### src/hw/rtl/ddlr_pkg.sv
// Shared types and constants for the dash-dot line rasterizer.
// Used by ddlr_core and the top level; depends on nothing.

package ddlr_pkg;

  localparam int COORD_W = 10;
  localparam int ERR_W   = 12;
  localparam int PAT_W   = 5;
  localparam int POS_W   = 3;

  localparam int PATTERN_LENGTH_DEF = 5;
  localparam logic [PAT_W-1:0] DASH_RESET = 5'd13;

  localparam logic OP_START   = 1'b0;
  localparam logic OP_ADVANCE = 1'b1;

  typedef struct packed {
    logic signed [COORD_W-1:0] cur_x;
    logic signed [COORD_W-1:0] cur_y;
    logic signed [COORD_W-1:0] goal_x;
    logic signed [COORD_W-1:0] goal_y;
    logic [COORD_W-1:0]        delta_x;
    logic [COORD_W-1:0]        delta_y;
    logic                      step_x_neg;
    logic                      step_y_neg;
    logic signed [ERR_W-1:0]   error_term;
    logic [POS_W-1:0]          pattern_pos;
    logic                      busy;
  } line_state_t;

  typedef struct packed {
    logic signed [COORD_W-1:0] point_x;
    logic signed [COORD_W-1:0] point_y;
    logic                      draw;
    logic                      last;
  } point_t;

endpackage

### src/hw/rtl/dash_dot_line_rasterizer.sv
// Top level of the dash-dot line rasterizer: handshakes, line state and result register.
// Depends on ddlr_pkg and ddlr_core.
//
// Usage:
//   The input stream carries requests. in_tuser selects the kind: a start request
//   loads two endpoints from in_tdata and gives no point; an advance request gives
//   the next point of the running line on the output stream. An advance request
//   while no line is running is taken and dropped. A start request during a line
//   drops that line and begins the new one.
//   Each point carries its coordinates in out_tdata, the dash pattern bit in
//   out_tuser and, on the end point, out_tlast; the line then goes idle.
//   A point from an accepted advance request shows on out_tvalid in the cycle after it.
//   Throughput is one request per cycle while in_tready stays high; the state update
//   is a single pass of logic between the line registers and the result register.
//   When the receiver stalls, the point waits in the result register and
//   in_tready stays high only while that register is free or being emptied.
//   Reset (rst_n low, synchronous) makes the line idle, empties the result
//   register and sets the dash pattern to 5'b01101. The user must write the pattern through
//   the always-ready cfg channel only while the block is idle; the block does not enforce it.

module dash_dot_line_rasterizer #(
  parameter int PATTERN_LENGTH = ddlr_pkg::PATTERN_LENGTH_DEF
) (
  input  logic        clk,
  input  logic        rst_n,
  input  logic        in_tvalid,
  output logic        in_tready,
  input  logic [39:0] in_tdata,   // start_x[9:0], start_y[19:10], end_x[29:20], end_y[39:30]
  input  logic [0:0]  in_tuser,   // opcode[0]
  output logic        out_tvalid,
  input  logic        out_tready,
  output logic [23:0] out_tdata,  // point_x[9:0], point_y[19:10], zero[23:20]
  output logic [0:0]  out_tuser,  // draw[0]
  output logic        out_tlast,
  input  logic        cfg_valid,
  output logic        cfg_ready,
  input  logic [ddlr_pkg::PAT_W-1:0] cfg_data
);

  localparam int CW = ddlr_pkg::COORD_W;

  ddlr_pkg::line_state_t state_r;
  ddlr_pkg::line_state_t state_nxt;
  ddlr_pkg::point_t      point_r;
  ddlr_pkg::point_t      point_nxt;
  logic                  point_valid;
  logic                  out_valid_r;
  logic [ddlr_pkg::PAT_W-1:0] pattern_r;
  logic                  in_accept;

  assign in_tready = !out_valid_r || out_tready;
  assign in_accept = in_tvalid && in_tready;
  assign cfg_ready = 1'b1;

  ddlr_core #(
    .PATTERN_LENGTH(PATTERN_LENGTH)
  ) u_core (
    .state       (state_r),
    .opcode      (in_tuser[0]),
    .start_x     (in_tdata[CW-1:0]),
    .start_y     (in_tdata[2*CW-1:CW]),
    .end_x       (in_tdata[3*CW-1:2*CW]),
    .end_y       (in_tdata[4*CW-1:3*CW]),
    .dash_pattern(pattern_r),
    .state_nxt   (state_nxt),
    .point       (point_nxt),
    .point_valid (point_valid)
  );

  always_ff @(posedge clk) begin
    if (!rst_n) begin
      state_r     <= '0;
      out_valid_r <= 1'b0;
      pattern_r   <= ddlr_pkg::DASH_RESET;
    end else begin
      if (cfg_valid && cfg_ready) begin
        pattern_r <= cfg_data;
      end
      if (in_accept) begin
        state_r <= state_nxt;
      end
      if (in_accept && point_valid) begin
        out_valid_r <= 1'b1;
      end else if (out_tready) begin
        out_valid_r <= 1'b0;
      end
    end
  end

  always_ff @(posedge clk) begin
    if (in_accept && point_valid) begin
      point_r <= point_nxt;
    end
  end

  assign out_tvalid = out_valid_r;
  assign out_tdata  = {4'b0000, point_r.point_y, point_r.point_x};
  assign out_tuser  = point_r.draw;
  assign out_tlast  = point_r.last;

endmodule

### src/hw/rtl/ddlr_core.sv
// Next-state and point logic of the line walk for one request.
// Depends on ddlr_pkg for the state and point types.

module ddlr_core #(
  parameter int PATTERN_LENGTH = ddlr_pkg::PATTERN_LENGTH_DEF
) (
  input  ddlr_pkg::line_state_t                    state,
  input  logic                                     opcode,
  input  logic signed [ddlr_pkg::COORD_W-1:0]      start_x,
  input  logic signed [ddlr_pkg::COORD_W-1:0]      start_y,
  input  logic signed [ddlr_pkg::COORD_W-1:0]      end_x,
  input  logic signed [ddlr_pkg::COORD_W-1:0]      end_y,
  input  logic [ddlr_pkg::PAT_W-1:0]               dash_pattern,
  output ddlr_pkg::line_state_t                    state_nxt,
  output ddlr_pkg::point_t                         point,
  output logic                                     point_valid
);

  localparam int CW = ddlr_pkg::COORD_W;
  localparam int EW = ddlr_pkg::ERR_W;

  logic signed [CW:0]   dx_s;
  logic signed [CW:0]   dy_s;
  logic [CW-1:0]        dx_abs;
  logic [CW-1:0]        dy_abs;
  logic                 last;
  logic                 draw;
  logic [ddlr_pkg::POS_W:0] pos_inc;
  logic signed [EW+1:0] e2;
  logic signed [EW+1:0] dx_w;
  logic signed [EW+1:0] dy_w;
  logic signed [EW+1:0] err_w;

  always_comb begin
    dx_s   = {end_x[CW-1], end_x} - {start_x[CW-1], start_x};
    dy_s   = {end_y[CW-1], end_y} - {start_y[CW-1], start_y};
    dx_abs = dx_s[CW] ? CW'(-dx_s) : dx_s[CW-1:0];
    dy_abs = dy_s[CW] ? CW'(-dy_s) : dy_s[CW-1:0];

    last = (state.cur_x == state.goal_x) && (state.cur_y == state.goal_y);
    if (state.pattern_pos < ddlr_pkg::POS_W'(ddlr_pkg::PAT_W)) begin
      draw = dash_pattern[state.pattern_pos];
    end else begin
      draw = 1'b0;
    end
    pos_inc = {1'b0, state.pattern_pos} + 1'b1;

    // Bresenham decision on twice the error term, all at 14 bits so nothing wraps.
    e2    = {state.error_term[EW-1], state.error_term, 1'b0};
    dx_w  = {4'b0000, state.delta_x};
    dy_w  = {4'b0000, state.delta_y};
    err_w = {{2{state.error_term[EW-1]}}, state.error_term};

    state_nxt   = state;
    point       = '0;
    point_valid = 1'b0;

    if (opcode == ddlr_pkg::OP_START) begin
      state_nxt.cur_x       = start_x;
      state_nxt.cur_y       = start_y;
      state_nxt.goal_x      = end_x;
      state_nxt.goal_y      = end_y;
      state_nxt.delta_x     = dx_abs;
      state_nxt.delta_y     = dy_abs;
      state_nxt.step_x_neg  = !(start_x < end_x);
      state_nxt.step_y_neg  = !(start_y < end_y);
      state_nxt.error_term  = {2'b00, dx_abs} - {2'b00, dy_abs};
      state_nxt.pattern_pos = '0;
      state_nxt.busy        = 1'b1;
    end else if (state.busy) begin
      point_valid   = 1'b1;
      point.point_x = state.cur_x;
      point.point_y = state.cur_y;
      point.draw    = draw;
      point.last    = last;

      if (pos_inc >= (ddlr_pkg::POS_W+1)'(PATTERN_LENGTH)) begin
        state_nxt.pattern_pos = '0;
      end else begin
        state_nxt.pattern_pos = pos_inc[ddlr_pkg::POS_W-1:0];
      end

      if (last) begin
        state_nxt.busy = 1'b0;
      end else begin
        if (e2 > -dy_w) begin
          err_w = err_w - dy_w;
          state_nxt.cur_x = state.cur_x + (state.step_x_neg ? {CW{1'b1}} : CW'(1));
        end
        if (e2 < dx_w) begin
          err_w = err_w + dx_w;
          state_nxt.cur_y = state.cur_y + (state.step_y_neg ? {CW{1'b1}} : CW'(1));
        end
        state_nxt.error_term = err_w[EW-1:0];
      end
    end
  end

endmodule

### config.mk
export PLATFORM = sky130hd
export DESIGN_NAME = dash_dot_line_rasterizer
export DESIGN_NICKNAME = d
export VERILOG_FILES = /design/src/hw/rtl/ddlr_pkg.sv /design/src/hw/rtl/dash_dot_line_rasterizer.sv /design/src/hw/rtl/ddlr_core.sv
export SDC_FILE = /design/constraint.sdc
export NUM_CORES = 1
export LEC_CHECK = 0
export BUFFER_PORTS_ARGS = -buffer_cell sky130_fd_sc_hd__buf_2
export CORE_MARGIN = 8
export CORE_UTILIZATION = 39
export DETAILED_ROUTE_END_ITERATION = 6
export MAX_ROUTING_LAYER = met4
export PLACE_DENSITY = 0.65
export SYNTH_ARGS = -nofsm -noshare
export SYNTH_HDL_FRONTEND = slang
export SYNTH_SLANG_ARGS = --single-unit
### constraint.sdc
create_clock -name clk -period 5.8 [get_ports clk]
set_input_delay 0.29 -clock clk [delete_from_list [all_inputs] [get_ports clk]]
set_output_delay 0.29 -clock clk [all_outputs]
set_load 0.005 [all_outputs]
==> results.json <==
{
  "cap_violations": 0,
  "finalSetupTns_ns": 0,
  "antenna_found_initial": 0,
  "clock_power_share_pct": 20.9,
  "die_x_um": 164,
  "power.switching_mw": 1.11,
  "worst-endpoint-arrival_ns": 5.45,
  "hold_path_class": "input pin to flip-flop",
  "drc": 0,
  "core_area_mm2": 0.0216,
  "final_nets": 1237,
  "yosysSeqAreaShare_pct": 27.5,
  "io-pin-count": 80,
  "cts_tree": "built",
  "cts.sinks": 106,
  "grt_max_degree": 65,
  "grt_pass1_wl_um": 36300,
  "critPathRequiredTime_ns": 6.05,
  "switching_share_pct": 39.5,
  "async_flop_share_pct": 0,
  "die-area_mm2": 0.0268,
  "worstPathCellList": "nor2_1 -> nand3_1 -> or3_1 -> nor2_1 -> xnor2_1 -> ha_1 -> and3_1 -> o211ai_1 -> nand4_1 -> o21ba_2 -> nand2b_2 -> mux2_2 -> ha_1 -> inv_1 -> o21ai_0 -> a2111oi_0 -> or3_1 -> o21a_1 -> nand2b_1 -> a211oi_1 -> mux2i_1 -> a21oi_1",
  "mostFrequentLayoutCells": "96 x a21oi_1, 94 x ha_1, 88 x nor2_1",
  "cellPowerDensity_mw_per_mm2": 298,
  "p_int_mw": 1.70,
  "clock_latency_ns": 0.36,
  "wl_um": 22400,
  "tightest_slew_ns": 0.901,
  "first_pass_iters": 5,
  "synthFlopType": "dfxtp_1",
  "hold_buffers": 0,
  "ant_nets": 0,
  "rsz0062_at_grt": "no",
  "final_common_cell": "a21oi_1",
  "ys_types": 73,
  "finalSetupViolCount": 0,
  "critPathLaunchType": "flip-flop",
  "grt_usage_pct": 17.2,
  "numPortBuffers": 74,
  "synth.avg_cell_area_um2": 8.24,
  "crit_slowest_cell": "or3_1",
  "fin_crit_sh_pct": 89.8,
  "power_frac_comb_pct": 48.0,
  "skew_ns": 0.0142,
  "ys_ff_latch": 106,
  "rows": 54,
  "worst-path-max-fanout": 9,
  "fmax_mhz": 192,
  "leakagePower_nw": 4.11,
  "numCtsBuffers": 9,
  "first_global_vias": 7144,
  "status": "finished, final reports clean",
  "area_growth_pct": 10.7,
  "layout-drive-gt1-share_pct": 12.4,
  "total_power_mw": 2.81,
  "clkTransAtPathRegs_ns": 0.07,
  "synthCells": 1032,
  "hpwl_um": 17500,
  "ys_warn_count": 0,
  "peakVddDrop_uv": 145,
  "worstSetupPathType": "flip-flop to flip-flop",
  "cpPeakStageDelay_ns": 0.43,
  "antenna_cells": 0,
  "root_buffer": "clkbuf_16",
  "htree_levels": 3,
  "period_minus_slack_ns": 5.21,
  "initial_core_util_pct": 39.3,
  "p_seq_share_pct": 31.0,
  "grt_overflow_total": 0,
  "wl_per_cell_um": 16.3,
  "dieHeight_um": 164,
  "synth_area_mm2": 0.00851,
  "cts_buffer_depth": 2,
  "place.gp.congestion": 0.900,
  "route.vias.total": 7411,
  "endpoint_kind": "flip-flop",
  "slew_viol_final": 0,
  "hold_violations": 0,
  "slew_headroom_pct": 39.6,
  "via_per_inst": 5.41,
  "first_iter_violations": 348,
  "synth-edff-count": 22
}
metal layers:
layer  global-route usage (%)  part of all wire [%]  up-vias
li1                         -                     -     3777
met1                     23.8                    50     3441
met2                     26.0                    44      169
met3                     2.68                   4.5       24
met4                     4.01                   1.5        0
met5                        -                     0        -
repair_timing:
| item | 4_1_cts | 5_1_grt |
|---|---|---|
| setup buffers | 0 | 0 |
| endpoints found under the setup margin | 0 | 4 |
| gates resized for setup | 0 | 2 |
registers in the layout, summed over array words and instances, names as in the netlist:
signal      count
state_r        78
out_tdata      20
pattern_r       5
out_tlast       1
out_tuser       1
out_tvalid      1
synth_stat cells (6+ instances only):
cell / count / share of area [%]
xnor2_1: 45 / 4.6
and2_1: 6 / 0.44
a21oi_1: 96 / 5.6
a31oi_1: 11 / 0.81
o31ai_1: 6 / 0.53
fa_1: 7 / 1.6
nor4_1: 9 / 0.66
inv_1: 75 / 3.3
nor2b_1: 21 / 1.5
a21boi_0: 6 / 0.53
o21ai_0: 46 / 2.7
and3_1: 21 / 1.5
nand3_1: 15 / 0.88
edfxtp_1: 22 / 7.8
mux2_2: 14 / 1.9
xor2_1: 38 / 3.9
o21a_1: 14 / 1.2
o211ai_1: 7 / 0.62
nand2_1: 78 / 3.4
mux2i_1: 14 / 1.6
nand2b_1: 13 / 0.96
dfxtp_1: 84 / 20
clkbuf_1: 35 / 1.5
nand4_1: 9 / 0.66
a211oi_1: 28 / 2.5
a21o_1: 19 / 1.7
ha_1: 94 / 14
nor3_1: 22 / 1.3
nor2_1: 89 / 3.9
critical path, delay by kind of cell, from the launching register on:
family	cells	cell delay (ns)
fa+ha+maj	2	0.56
flops	1	0.36
simple gates	9	1.94
buf+inv	1	0.05
xor+xnor	1	0.13
mux	2	0.61
compound gates	7	1.47
through the flow:
stage	cells	cell area [um2]	worst slack (ns)	hold slack [ns]	util, %
5_1_grt	1370	9420	0.0389	0.159	43.6
3_5_place_dp	1354	9130	0.402	0.460	42.2
2_1_floorplan	1035	8520	0.891	0.418	-
4_1_cts	1370	9410	0.369	0.141	43.5
6_report	1370	9420	0.594	0.149	43.6
3_3_place_gp	1354	9130	0.508	0.454	42.2
final timing paths:
| check | cells after the start | end | from | slack [ns] |
|---|---|---|---|---|
| setup / recovery | 22 | state_r[15] | state_r[20] | 0.59 |
| hold / removal | 3 | pattern_r[3] | cfg_data[3] | 0.15 |
| setup reg to reg | 22 | state_r[15] | state_r[20] | 0.59 |
| hold reg to reg | 2 | state_r[52] | state_r[52] | 0.47 |
logic make-up (layout without fill, tap and decap cells):
family / count (synthesis) / count (layout) / synth area share, %
simple gates: 300 / 300 / 16.8
compound gates: 287 / 287 / 21.7
fa+ha+maj: 101 / 101 / 15.5
flops: 106 / 106 / 27.5
xor+xnor: 84 / 84 / 8.81
mux: 30 / 30 / 3.90
buf+inv: 122 / 177 / 5.68
other cells: 2 / 5 / 0.0883
power groups by stage:
stage | Clock (mW) | Combinational [mW] | Sequential [mW]
global route | 0.633 | 1.51 | 0.880
CTS | 0.605 | 1.34 | 0.872
detailed placement | 0 | 1.33 | 0.889
finish | 0.587 | 1.35 | 0.871
global placement | 0 | 1.31 | 0.888
floorplan | 0 | 1.05 | 0.860
cell type report:
cell class	count	area [um2]
clock inverter	7	51.3
tap	280	350
clock buffer	9	225
fill	2148	12200
inverter	76	285
multi-input combinational	807	5710
timing repair buffer	85	453
sequential	106	2340
Power figures use the tool's default switching activity.
